$ cat config.mk
export PLATFORM = sky130hd
export DESIGN_NAME = file_block_node_path
export DESIGN_NICKNAME = d
export VERILOG_FILES = /design/src/design/fbnp_pkg.sv /design/src/design/file_block_node_path.sv /design/src/design/fbnp_cdiv.sv
export SDC_FILE = /design/constraint.sdc
export NUM_CORES = 1
export LEC_CHECK = 0
export ABC_AREA = 0
export BUFFER_PORTS_ARGS = -buffer_cell sky130_fd_sc_hd__buf_4
export CAP_MARGIN = 5
export CORE_MARGIN = 2
export CORE_UTILIZATION = 42
export DETAILED_ROUTE_END_ITERATION = 7
export SLEW_MARGIN = 25
export SYNTH_ARGS = -nofsm -noshare
export SYNTH_HDL_FRONTEND = slang
export SYNTH_SLANG_ARGS = --single-unit
$ cat constraint.sdc
create_clock -name i_clk -period 6.4 [get_ports i_clk]
set_input_delay 0.32 -clock i_clk [delete_from_list [all_inputs] [get_ports i_clk]]
set_output_delay 0.32 -clock i_clk [all_outputs]
set_load 0.03 [all_outputs]
$ cat src/design/fbnp_pkg.sv
// ============================================================================
// fbnp_pkg
// Shared types and fixed constants of the file block node path lookup.
// ============================================================================
package fbnp_pkg;

    localparam int IN_W       = 32;
    localparam int DEPTH_W    = 2;
    localparam int SLOT_W     = 10;
    localparam int SEQ_W      = 19;
    localparam int OUT_DATA_W = 104;

    typedef enum logic [2:0] {
        REG_INODE = 3'd0,
        REG_DIR1  = 3'd1,
        REG_DIR2  = 3'd2,
        REG_IND1  = 3'd3,
        REG_IND2  = 3'd4,
        REG_DIND  = 3'd5,
        REG_OOR   = 3'd6
    } t_region;

    localparam logic [DEPTH_W-1:0] DEPTH_INODE = 2'd0;
    localparam logic [DEPTH_W-1:0] DEPTH_DIR   = 2'd1;
    localparam logic [DEPTH_W-1:0] DEPTH_IND   = 2'd2;
    localparam logic [DEPTH_W-1:0] DEPTH_DIND  = 2'd3;

    // fixed node numbers along the tree
    localparam logic [SEQ_W-1:0] SEQ_DIR1      = 19'd1;
    localparam logic [SEQ_W-1:0] SEQ_DIR2      = 19'd2;
    localparam logic [SEQ_W-1:0] SEQ_IND1      = 19'd3;
    localparam logic [SEQ_W-1:0] SEQ_IND1_LEAF = 19'd4;

    // pointer code offsets from the base
    localparam logic [SLOT_W-1:0] PC_DIR1 = 10'd0;
    localparam logic [SLOT_W-1:0] PC_DIR2 = 10'd1;
    localparam logic [SLOT_W-1:0] PC_IND1 = 10'd2;
    localparam logic [SLOT_W-1:0] PC_IND2 = 10'd3;
    localparam logic [SLOT_W-1:0] PC_DIND = 10'd4;

endpackage

$ cat src/design/file_block_node_path.sv
// ============================================================================
// file_block_node_path
// Maps a logical file block index to its path through the inode pointer tree:
// depth, slot per level and node sequence numbers along the path.
// ============================================================================
//  channel   dir  tdata fields (low bit first)
//  s_axis    in   block_index[31:0]
//  m_axis    out  depth, out_of_range, slot_level0..3, node_seq_level1..3
//
//  Eight register stages: region classify, two constant dividers of three
//  stages each, field assembly into the output register.
//  One transfer per cycle sustained while m_axis_tready holds; each result
//  passes through every stage register in order before output valid.
//  Each stage has its own valid bit and loads when empty or draining, so a
//  stalled output fills bubbles before backpressure reaches s_axis.
//  Reset clears the valid bits only.
// ============================================================================
module file_block_node_path #(
    parameter int ADDRS_IN_INODE    = 512,
    parameter int ADDRS_PER_NODE    = 512,
    parameter int PTRS_PER_NODE     = 512,
    parameter int POINTER_CODE_BASE = 513
) (
    input  logic         i_clk,
    input  logic         i_rst_n,
    input  logic         s_axis_tvalid,
    output logic         s_axis_tready,
    input  logic [31:0]  s_axis_tdata,  // block_index[31:0]
    output logic         m_axis_tvalid,
    input  logic         m_axis_tready,
    // depth[1:0], out_of_range[2], slot_level0[12:3], slot_level1[22:13],
    // slot_level2[32:23], slot_level3[42:33], node_seq_level1[61:43],
    // node_seq_level2[80:62], node_seq_level3[99:81], zero[103:100]
    output logic [103:0] m_axis_tdata
);

    localparam int SW = fbnp_pkg::SLOT_W;
    localparam int QW = fbnp_pkg::SEQ_W;
    localparam int DEPTH_W_L = fbnp_pkg::DEPTH_W;

    localparam logic [63:0] DIR_SPAN  = 64'(ADDRS_PER_NODE);
    localparam logic [63:0] IND_SPAN  = DIR_SPAN * 64'(PTRS_PER_NODE);
    localparam logic [63:0] DIND_SPAN = IND_SPAN * 64'(PTRS_PER_NODE);
    localparam logic [63:0] B_DIR1    = 64'(ADDRS_IN_INODE);
    localparam logic [63:0] B_DIR2    = B_DIR1 + DIR_SPAN;
    localparam logic [63:0] B_IND1    = B_DIR2 + DIR_SPAN;
    localparam logic [63:0] B_IND2    = B_IND1 + IND_SPAN;
    localparam logic [63:0] B_DIND    = B_IND2 + IND_SPAN;
    localparam logic [63:0] B_END     = B_DIND + DIND_SPAN;

    localparam int RW1 = $clog2(ADDRS_PER_NODE);
    localparam int RW2 = $clog2(PTRS_PER_NODE);
    localparam int RGW = $bits(fbnp_pkg::t_region);
    localparam int SIDE1_W = RGW + SW;
    localparam int SIDE2_W = RGW + 3 * SW;

    localparam logic [SW-1:0] PCB        = SW'(POINTER_CODE_BASE);
    localparam logic [QW-1:0] SEQ_IND2   = QW'(4 + PTRS_PER_NODE);
    localparam logic [QW-1:0] SEQ_IND2_B = QW'(5 + PTRS_PER_NODE);
    localparam logic [QW-1:0] SEQ_DIND   = QW'(5 + 2 * PTRS_PER_NODE);
    localparam logic [QW-1:0] SEQ_DIND_B = QW'(6 + 2 * PTRS_PER_NODE);
    localparam logic [10:0]   PP1        = 11'(PTRS_PER_NODE + 1);

    // stage 1: classify
    logic                 r_s1_valid;
    logic                 rdy1;
    logic [31:0]          r_s1_off;
    fbnp_pkg::t_region    r_s1_region;
    logic [SW-1:0]        r_s1_s0;
    logic [31:0]          n_s1_off;
    fbnp_pkg::t_region    n_s1_region;
    logic [SW-1:0]        n_s1_s0;
    logic [63:0]          blk64;

    // divider links
    logic                 d1_ready, d1_valid, d2_ready, d2_valid;
    logic [31:0]          d1_quot, d2_quot;
    logic [RW1-1:0]       d1_rem;
    logic [RW2-1:0]       d2_rem;
    logic [SIDE1_W-1:0]   d1_side;
    logic [SIDE2_W-1:0]   d2_side_in, d2_side;

    // output stage
    logic                 r_out_valid;
    logic                 rdy_out;
    logic [103:0]         r_out_data;
    logic [103:0]         n_out_data;

    fbnp_pkg::t_region    o_region;
    logic [SW-1:0]        o_s0, o_q1, o_r1, o_q2, o_r2;
    logic [20:0]          o_mul;
    logic [DEPTH_W_L-1:0] n_depth;
    logic                 n_oor;
    logic [SW-1:0]        n_s0, n_s1, n_s2, n_s3;
    logic [QW-1:0]        n_q1, n_q2, n_q3;

    assign blk64 = {32'd0, s_axis_tdata};

    always_comb begin
        priority if (blk64 < B_DIR1) begin
            n_s1_region = fbnp_pkg::REG_INODE;
            n_s1_off    = s_axis_tdata;
            n_s1_s0     = s_axis_tdata[SW-1:0];
        end else if (blk64 < B_DIR2) begin
            n_s1_region = fbnp_pkg::REG_DIR1;
            n_s1_off    = s_axis_tdata - B_DIR1[31:0];
            n_s1_s0     = PCB + fbnp_pkg::PC_DIR1;
        end else if (blk64 < B_IND1) begin
            n_s1_region = fbnp_pkg::REG_DIR2;
            n_s1_off    = s_axis_tdata - B_DIR2[31:0];
            n_s1_s0     = PCB + fbnp_pkg::PC_DIR2;
        end else if (blk64 < B_IND2) begin
            n_s1_region = fbnp_pkg::REG_IND1;
            n_s1_off    = s_axis_tdata - B_IND1[31:0];
            n_s1_s0     = PCB + fbnp_pkg::PC_IND1;
        end else if (blk64 < B_DIND) begin
            n_s1_region = fbnp_pkg::REG_IND2;
            n_s1_off    = s_axis_tdata - B_IND2[31:0];
            n_s1_s0     = PCB + fbnp_pkg::PC_IND2;
        end else if (blk64 < B_END) begin
            n_s1_region = fbnp_pkg::REG_DIND;
            n_s1_off    = s_axis_tdata - B_DIND[31:0];
            n_s1_s0     = PCB + fbnp_pkg::PC_DIND;
        end else begin
            n_s1_region = fbnp_pkg::REG_OOR;
            n_s1_off    = 32'd0;
            n_s1_s0     = '0;
        end
    end

    assign rdy_out       = !r_out_valid || m_axis_tready;
    assign rdy1          = !r_s1_valid || d1_ready;
    assign s_axis_tready = rdy1;

    always_ff @(posedge i_clk) begin
        if (!i_rst_n) begin
            r_s1_valid  <= 1'b0;
            r_out_valid <= 1'b0;
        end else begin
            if (rdy1)    r_s1_valid  <= s_axis_tvalid;
            if (rdy_out) r_out_valid <= d2_valid;
        end
    end

    always_ff @(posedge i_clk) begin
        if (rdy1 && s_axis_tvalid) begin
            r_s1_off    <= n_s1_off;
            r_s1_region <= n_s1_region;
            r_s1_s0     <= n_s1_s0;
        end
        if (rdy_out && d2_valid) begin
            r_out_data <= n_out_data;
        end
    end

    // block offset split into node and slot
    fbnp_cdiv #(
        .DIVISOR (ADDRS_PER_NODE),
        .SIDE_W  (SIDE1_W),
        .REM_W   (RW1)
    ) u_div_dir (
        .i_clk   (i_clk),
        .i_rst_n (i_rst_n),
        .i_valid (r_s1_valid),
        .o_ready (d1_ready),
        .i_num   (r_s1_off),
        .i_side  ({r_s1_region, r_s1_s0}),
        .o_valid (d1_valid),
        .i_ready (d2_ready),
        .o_quot  (d1_quot),
        .o_rem   (d1_rem),
        .o_side  (d1_side)
    );

    assign d2_side_in = {d1_side, d1_quot[SW-1:0], SW'(d1_rem)};

    // node index split into indirect slot and pointer slot
    fbnp_cdiv #(
        .DIVISOR (PTRS_PER_NODE),
        .SIDE_W  (SIDE2_W),
        .REM_W   (RW2)
    ) u_div_ptr (
        .i_clk   (i_clk),
        .i_rst_n (i_rst_n),
        .i_valid (d1_valid),
        .o_ready (d2_ready),
        .i_num   (d1_quot),
        .i_side  (d2_side_in),
        .o_valid (d2_valid),
        .i_ready (rdy_out),
        .o_quot  (d2_quot),
        .o_rem   (d2_rem),
        .o_side  (d2_side)
    );

    assign o_region = fbnp_pkg::t_region'(d2_side[SIDE2_W-1 -: RGW]);
    assign o_s0     = d2_side[3*SW-1 -: SW];
    assign o_q1     = d2_side[2*SW-1 -: SW];
    assign o_r1     = d2_side[SW-1:0];
    assign o_q2     = d2_quot[SW-1:0];
    assign o_r2     = SW'(d2_rem);
    assign o_mul    = 21'(o_q2) * 21'(PP1);

    always_comb begin
        n_depth = fbnp_pkg::DEPTH_INODE;
        n_oor   = 1'b0;
        n_s0    = o_s0;
        n_s1    = '0;
        n_s2    = '0;
        n_s3    = '0;
        n_q1    = '0;
        n_q2    = '0;
        n_q3    = '0;
        unique case (o_region)
            fbnp_pkg::REG_INODE: begin
                n_depth = fbnp_pkg::DEPTH_INODE;
            end
            fbnp_pkg::REG_DIR1: begin
                n_depth = fbnp_pkg::DEPTH_DIR;
                n_q1    = fbnp_pkg::SEQ_DIR1;
                n_s1    = o_r1;
            end
            fbnp_pkg::REG_DIR2: begin
                n_depth = fbnp_pkg::DEPTH_DIR;
                n_q1    = fbnp_pkg::SEQ_DIR2;
                n_s1    = o_r1;
            end
            fbnp_pkg::REG_IND1: begin
                n_depth = fbnp_pkg::DEPTH_IND;
                n_q1    = fbnp_pkg::SEQ_IND1;
                n_s1    = o_q1;
                n_q2    = fbnp_pkg::SEQ_IND1_LEAF + QW'(o_q1);
                n_s2    = o_r1;
            end
            fbnp_pkg::REG_IND2: begin
                n_depth = fbnp_pkg::DEPTH_IND;
                n_q1    = SEQ_IND2;
                n_s1    = o_q1;
                n_q2    = SEQ_IND2_B + QW'(o_q1);
                n_s2    = o_r1;
            end
            fbnp_pkg::REG_DIND: begin
                n_depth = fbnp_pkg::DEPTH_DIND;
                n_q1    = SEQ_DIND;
                n_s1    = o_q2;
                n_q2    = SEQ_DIND_B + o_mul[QW-1:0];
                n_s2    = o_r2;
                n_q3    = SEQ_DIND_B + o_mul[QW-1:0] + QW'(1) + QW'(o_r2);
                n_s3    = o_r1;
            end
            default: begin
                n_oor   = 1'b1;
                n_s0    = '0;
            end
        endcase
    end

    assign n_out_data = {4'd0, n_q3, n_q2, n_q1, n_s3, n_s2, n_s1, n_s0, n_oor, n_depth};

    assign m_axis_tvalid = r_out_valid;
    assign m_axis_tdata  = r_out_data;

endmodule

$ cat src/design/fbnp_cdiv.sv
// ============================================================================
// fbnp_cdiv
// Three-stage division of a 32-bit value by a constant: reciprocal multiply,
// back multiply, one compare-and-subtract correction. Sideband rides along.
// ============================================================================
module fbnp_cdiv #(
    parameter int DIVISOR = 512,
    parameter int SIDE_W  = 8,
    parameter int REM_W   = 9
) (
    input  logic              i_clk,
    input  logic              i_rst_n,
    input  logic              i_valid,
    output logic              o_ready,
    input  logic [31:0]       i_num,
    input  logic [SIDE_W-1:0] i_side,
    output logic              o_valid,
    input  logic              i_ready,
    output logic [31:0]       o_quot,
    output logic [REM_W-1:0]  o_rem,
    output logic [SIDE_W-1:0] o_side
);

    localparam logic [63:0] RECIP_FULL = 64'h1_0000_0000 / 64'(DIVISOR);
    localparam logic [31:0] RECIP      = RECIP_FULL[31:0];
    localparam logic [31:0] DIV32      = 32'(DIVISOR);
    localparam logic [REM_W:0] DIV_R   = (REM_W+1)'(DIVISOR);

    logic              r_a_valid, r_b_valid, r_c_valid;
    logic              rdy_a, rdy_b, rdy_c;
    logic [31:0]       r_a_num, r_a_qest;
    logic [SIDE_W-1:0] r_a_side;
    logic [31:0]       r_b_num, r_b_qest, r_b_back;
    logic [SIDE_W-1:0] r_b_side;
    logic [31:0]       r_c_quot;
    logic [REM_W-1:0]  r_c_rem;
    logic [SIDE_W-1:0] r_c_side;

    logic [63:0]       n_a_prod;
    logic [63:0]       n_b_prod;
    logic [31:0]       n_c_diff;
    logic [REM_W:0]    n_c_raw;
    logic [31:0]       n_c_quot;
    logic [REM_W:0]    n_c_rem;

    assign rdy_c   = !r_c_valid || i_ready;
    assign rdy_b   = !r_b_valid || rdy_c;
    assign rdy_a   = !r_a_valid || rdy_b;
    assign o_ready = rdy_a;

    assign n_a_prod = 64'(i_num) * 64'(RECIP);
    assign n_b_prod = 64'(r_a_qest) * 64'(DIV32);

    always_comb begin
        n_c_diff = r_b_num - r_b_back;
        n_c_raw  = n_c_diff[REM_W:0];
        if (n_c_raw >= DIV_R) begin
            n_c_quot = r_b_qest + 32'd1;
            n_c_rem  = n_c_raw - DIV_R;
        end else begin
            n_c_quot = r_b_qest;
            n_c_rem  = n_c_raw;
        end
    end

    always_ff @(posedge i_clk) begin
        if (!i_rst_n) begin
            r_a_valid <= 1'b0;
            r_b_valid <= 1'b0;
            r_c_valid <= 1'b0;
        end else begin
            if (rdy_a) r_a_valid <= i_valid;
            if (rdy_b) r_b_valid <= r_a_valid;
            if (rdy_c) r_c_valid <= r_b_valid;
        end
    end

    always_ff @(posedge i_clk) begin
        if (rdy_a && i_valid) begin
            r_a_num  <= i_num;
            r_a_qest <= n_a_prod[63:32];
            r_a_side <= i_side;
        end
        if (rdy_b && r_a_valid) begin
            r_b_num  <= r_a_num;
            r_b_qest <= r_a_qest;
            r_b_back <= n_b_prod[31:0];
            r_b_side <= r_a_side;
        end
        if (rdy_c && r_b_valid) begin
            r_c_quot <= n_c_quot;
            r_c_rem  <= n_c_rem[REM_W-1:0];
            r_c_side <= r_b_side;
        end
    end

    assign o_valid = r_c_valid;
    assign o_quot  = r_c_quot;
    assign o_rem   = r_c_rem;
    assign o_side  = r_c_side;

endmodule

# ---- Word level (Yosys, flattened, before mapping)
# Cells that the tools add are included.
dict set report totals {
  reg_bits 440
  latch_bits 0
  mem_bits_rw 0
  mem_bits_ro 0
  in_bits 36
  out_inout_bits 106
  elab_cells 121
  memories 0
}
dict set report op_classes {
  add_sub_neg 16
  mul 1
  div 0
  magnitude_cmp 8
  eq_ne 5
  n_shift 0
  n_mux 27
  bitwise 0
  reduce_logical 30
}
# cell count
set op_table {}
lappend op_table {{2-to-1 mux 32 bit} 6}
lappend op_table {{2-to-1 mux 10 bit} 7}
lappend op_table {{less-than comparator 32 x 11 -> 1 bit (second input constant)} 2}
lappend op_table {{subtractor 32 x 11 -> 32 bit (second input constant)} 2}
lappend op_table {{one-hot mux 19 bit (3 select lines)} 1}
lappend op_table {{one-hot mux 11 bit (5 select lines)} 1}
lappend op_table {{less-than comparator 32 x 10 -> 1 bit (second input constant)} 1}
lappend op_table {{less-than comparator 32 x 19 -> 1 bit (second input constant)} 1}
lappend op_table {{less-than comparator 32 x 20 -> 1 bit (second input constant)} 1}
lappend op_table {{less-than comparator 32 x 28 -> 1 bit (second input constant)} 1}
lappend op_table {{subtractor 32 x 10 -> 32 bit (second input constant)} 1}
lappend op_table {{subtractor 32 x 19 -> 32 bit (second input constant)} 1}
lappend op_table {{subtractor 32 x 20 -> 32 bit (second input constant)} 1}
lappend op_table {{one-hot mux 10 bit (3 select lines)} 1}
lappend op_table {{adder 23 x 1 -> 24 bit (second input constant)} 1}
lappend op_table {{greater-or-equal comparator 10 bit (second input constant)} 2}
lappend op_table {{subtractor 10 bit} 2}
lappend op_table {{adder 11 x 19 -> 19 bit (first input constant)} 1}
lappend op_table {{adder 19 x 1 -> 19 bit (second input constant)} 1}
lappend op_table {{adder 19 x 9 -> 19 bit} 1}
lappend op_table {{multiplier 10 x 10 -> 19 bit (second input constant)} 1}
lappend op_table {{2-to-1 mux 19 bit} 1}
lappend op_table {{2-to-1 mux 9 bit} 2}
lappend op_table {{one-hot mux 9 bit (2 select lines)} 1}
lappend op_table {{other kinds (17)} 47}

# ---- Longest topological paths before layout
dict set report depth {
  word_depth 10
  depth_mapped 14
  ltp_nobuf 14
}

# ---- Cells and area by module
# Synthesis repeated with hierarchy kept, for this count alone.
dict set report unflattened {
  cells_unflattened 1130
  area_unflattened_um2 18436.4
}
# module instances cells_per_inst area_each_um2 seq_area_each_um2
set by_module_without_submodules {}
lappend by_module_without_submodules {file_block_node_path 1 754 8109.0 3973.8}
lappend by_module_without_submodules {{fbnp_cdiv (u_div_ptr)} 1 218 6064.6 5915.7}
lappend by_module_without_submodules {{fbnp_cdiv (u_div_dir)} 1 158 4262.8 4113.9}

# ---- Worst setup path before layout
# No wires, ideal clock.
dict set report synth_timing {
  kind {register to register}
  from {register r_out_valid, in the netlist m_axis_tvalid}
  to {register r_out_data[0], in the netlist m_axis_tdata[0], enable pin}
  setup_ns 0.537
  arrival_ns 4.346
  required_ns 5.863
  path_slack_ns 1.517
  stages_incl_launch_ff 3
  path_buffers 0
  period_less_slack_ns 4.883
  cell_sequence {dfxtp_1 > nor2b_1 > nor2b_1}
}
dict set report synth_between {
  elab_chain_len 3
}
# element line_no
set synth_rtl {}
lappend synth_rtl {{start: declaration} file_block_node_path.sv:84} ;# logic r_out_valid;
lappend synth_rtl {{start signal: assignment} file_block_node_path.sv:141} ;# if (rdy_out) r_out_valid <= d2_valid;
lappend synth_rtl {{zero test 1 bit} file_block_node_path.sv:131} ;# assign rdy_out = !r_out_valid || m_axis_tready;
lappend synth_rtl {{logical OR 1 bit} file_block_node_path.sv:131}
lappend synth_rtl {{logical AND 1 bit} file_block_node_path.sv:151} ;# if (rdy_out && d2_valid) begin
lappend synth_rtl {{end signal: assignment} file_block_node_path.sv:152} ;# r_out_data <= n_out_data;
lappend synth_rtl {{end: declaration} file_block_node_path.sv:86} ;# logic [103:0] r_out_data;
# Every way passes these cells.
# A chain may end at the register's enable or synchronous reset.

# ---- Final worst setup path
dict set report layout_timing {
  from {register u_div_ptr.r_c_quot[2], in the netlist u_div_ptr.o_quot[2]}
  to {register r_out_data[96], in the netlist m_axis_tdata[96] (data pin)}
}
dict set report layout_between {
  elab_chain_len 4
}
# element line_no
set layout_rtl {}
lappend layout_rtl {{start: declaration} fbnp_cdiv.sv:35} ;# logic [31:0] r_c_quot;
lappend layout_rtl {{start signal: assignment} fbnp_cdiv.sv:91} ;# r_c_quot <= n_c_quot;
lappend layout_rtl {{multiplier 10 x 10 -> 19 bit} file_block_node_path.sv:202} ;# assign o_mul = 21'(o_q2) * 21'(PP1);
lappend layout_rtl {{adder 11 x 19 -> 19 bit} file_block_node_path.sv:248} ;# n_q3 = SEQ_DIND_B + o_mul[QW-1:0] + QW'(1) + QW'(o_r2);
lappend layout_rtl {{adder 19 x 1 -> 19 bit} file_block_node_path.sv:248}
lappend layout_rtl {{adder 19 x 9 -> 19 bit} file_block_node_path.sv:248}
# Every way passes these cells.

==> results.sh <==
export IMPL_synth_warnings=0
export IMPL_tightest_slew_ns=0.906
export IMPL_busiest_layer="met2"
export IMPL_ioPinCount=142
export IMPL_dieHeight_um=193
export IMPL_synth_top_family_by_area="simple AND/OR/NAND/NOR gates"
export IMPL_drv_slew=0
export IMPL_drt_iter0_drc=493
export IMPL_required_ns=6.64
export IMPL_coreArea_mm2=0.0354
export IMPL_seq_area_frac_synth_pct=75.1
export IMPL_slowest_stage="fa_1"
export IMPL_numCtsBuffers=36
export IMPL_synth_simple_area_share_pct=9.16
export IMPL_syn_cell_area_mm2=0.0151
export IMPL_post_cts_resized=0
export IMPL_via_per_inst=4.98
export IMPL_port_buffers=121
export IMPL_netlist_instances=954
export IMPL_pre_cts_ws_ns=2.85
export IMPL_placed_area_mm2=0.0165
export IMPL_period_share_pct=55.5
export IMPL_final_common_cell="edfxtp_1"
export IMPL_crit_chain="ha_1, ha_1, fa_1, ha_1, a21o_1, or3_1, a2bb2oi_1, a31oi_1, nor3_1, xor2_1, nor2_1"
export IMPL_synthArstFlopShare_pct=0
export IMPL_path_class="flop to flop"
export IMPL_fin_cells=1580
export IMPL_worstReg2RegStart="u_div_ptr.o_quot[2]"
export IMPL_start_util_pct=42.5
export IMPL_rr_worst_depth=11
export IMPL_dieArea_mm2=0.0374
export IMPL_post_cts_setup_buffers=0
export IMPL_relSlewSlack_pct=39.5
export IMPL_grt_pass1_wl_mm=41.8
export IMPL_crit_path_start="u_div_ptr.o_quot[2]"
export IMPL_gr_usage_met2_pct=23.9
export IMPL_finish_instance_area_mm2=0.0177
export IMPL_ir_drop_uv=169
export IMPL_synth_distinct_cells=73
export IMPL_synth_edf_count=371
export IMPL_clock_tree_root_cell="clkbuf_16"
export IMPL_drive_above_1_share_pct=18.7
export IMPL_power_density_mw_per_mm2=276
export IMPL_clock_path_buffers=3
export IMPL_hp_class="primary input to flop"
export IMPL_drtPass1Iterations=7
export IMPL_grt_start_max_net_pins=68
export IMPL_synth_area_mux_share_pct=0.939
export IMPL_path_clk_slew_ns=0.06
export IMPL_fin_skew_ns=0.0173
export IMPL_end_kind="flop"
export IMPL_synth_adder_area_share_pct=2.93
export IMPL_fin_ws_ns=2.85
export IMPL_hold_viol=0
export IMPL_status="complete, no violations"
export IMPL_final_cell_mix="371 x edfxtp_1, 128 x buf_4, 78 x nor2_1, 48 x nand2_1, 36 x clkbuf_16"
export IMPL_track_usage_pct=13.9
export IMPL_dp_hpwl_mm=18.9
export IMPL_maxCapViolations=0
export IMPL_r2r_end="m_axis_tdata[96]"
export IMPL_dp_cells=1515
export IMPL_routabilityCongestion=0.941
export IMPL_die_w_um=193
export IMPL_htree_num_levels=2
export IMPL_tritoncts="done"
export IMPL_setup_violations=0
export IMPL_clkLatencyLatePin_ns=0.53
export IMPL_ant_nets=0
export IMPL_crit_fanout=6
export IMPL_whs_endpoint="u_div_dir.o_valid"
export IMPL_grt_setup_unrepaired="no"
export IMPL_first_global_vias=7685
export IMPL_power_leakage_nw=6.02
export IMPL_routed_wl_mm=25.8
export IMPL_syn2layout_area_growth_pct=17.6
export IMPL_period_needed_ns=3.55
export IMPL_holdWs_ns=0.0818
export IMPL_synth_compound_area_share_pct=7.22
export IMPL_start_kind="flop"
export IMPL_use_met3_pct=2.55
export IMPL_num_rows=69
export IMPL_hold_buffers=0
export IMPL_cp_arrival_ns=3.79
export IMPL_finalSetupTns_ns=0
export IMPL_synth_xor_area_share_pct=2.39
export IMPL_cpMostUsedCell="ha_1"
export IMPL_wire_per_inst_um=16.3
export IMPL_diodes=0
export IMPL_r2r_setup_slack_ns=2.85
export IMPL_fmax_mhz=282
export IMPL_slowest_delay_ns=0.48
export IMPL_routed_via_count=7863
export IMPL_avgSynthCellArea_um2=15.8
export IMPL_ys_seq_elements=379
export IMPL_antenna_found_initial=0
export IMPL_gr_usage_met1_pct=17.2
export IMPL_holdPathStages=2
export IMPL_grt_overflow_total=0
export IMPL_cts_sinks=379
export IMPL_min_from="i_rst_n"
export IMPL_nets=1165
export IMPL_synth_flop_cell="edfxtp_1"
export IMPL_drc=0
[kinds of logic (layout without fill, tap and decap cells)]
group           after synthesis  after routing
compound gates              157            157
xor+xnor                     41             41
fa+ha+maj                    34             34
buf+inv                      66            212
flops                       379            379
mux                          14             14
other cells                   1             20
simple gates                262            262
[how the worst max path moves through the flow]
stage | end | slack, ns | depth (start not counted)
after floorplan | m_axis_tdata[0] | 1.52 | 2
after global placement | m_axis_tdata[94] | 2.92 | 11
after detailed placement | m_axis_tdata[96] | 2.85 | 11
after CTS | m_axis_tdata[96] | 2.84 | 11
after global routing | m_axis_tdata[94] | 2.57 | 12
final | m_axis_tdata[96] | 2.85 | 11
[cell usage after synthesis (12+ instances only)]
cell      count  area [um2]
nand2_1      48         180
nor2b_1      24         150
xnor2_1      26         228
nor3_1       12        60.1
mux2i_1      13         130
buf_4        20         150
clkbuf_1     21        78.8
a21oi_1      35         175
ha_1         32         400
and2_1       12        75.1
inv_1        18        67.6
and3_1       26         163
nand3_1      16        80.1
o21a_1       12        90.1
edfxtp_1    371       11100
xor2_1       15         131
nor2_1       78         293
o21ai_0      28         140
[final cells by class]
class,count,area (um2)
fill,3008,17700
sequential,379,11300
multi-input combinational,528,3570
timing repair buffer,131,1020
clock buffer,40,916
tap,461,577
clock inverter,22,258
inverter,19,71.3
[where the power goes]
| part | switching, mW | internal [mW] | total, mW |
|---|---|---|---|
| registers | 0.00634 | 2.72 | 2.73 |
| logic | 0.0712 | 0.0337 | 0.105 |
| clock network | 0.842 | 1.20 | 2.04 |
| total | 0.919 | 3.96 | 4.88 |
[metal layers]
| layer | vias up | part of all wire [%] |
|---|---|---|
| met5 | - | 0 |
| met4 | 0 | 3.5 |
| met3 | 52 | 4.9 |
| met2 | 228 | 50 |
| met1 | 3722 | 41 |
| li1 | 3861 | - |
[registers in the layout (all words and copies together), names as in the netlist, 19 cells and up]
| register | cells |
|---|---|
| u_div_ptr.r_a_side | 22 |
| m_axis_tdata | 84 |
| u_div_ptr.o_side | 24 |
| r_s1_off | 28 |
| u_div_dir.r_a_qest | 19 |
| u_div_dir.o_quot | 19 |
| u_div_ptr.r_b_side | 22 |
| u_div_dir.r_b_back | 19 |
[critical path: cells and delay by family, from the launching register on]
family / cells / cell delay (ns)
AOI/OAI and AO/OA: 3 / 0.82
xor gates and xnor gates: 1 / 0.16
adders and majority gates: 4 / 1.37
DFF: 1 / 0.44
and+or+nand+nor: 3 / 0.48
[stage by stage]
stage               total power, mW  util (%)
floorplan                      2.85         -
global placement               2.88      46.5
detailed placement             2.89      46.5
CTS                            4.94      49.8
global route                   5.06      50.0
finish                         4.88      50.0
Power figures use the tool's default switching activity.
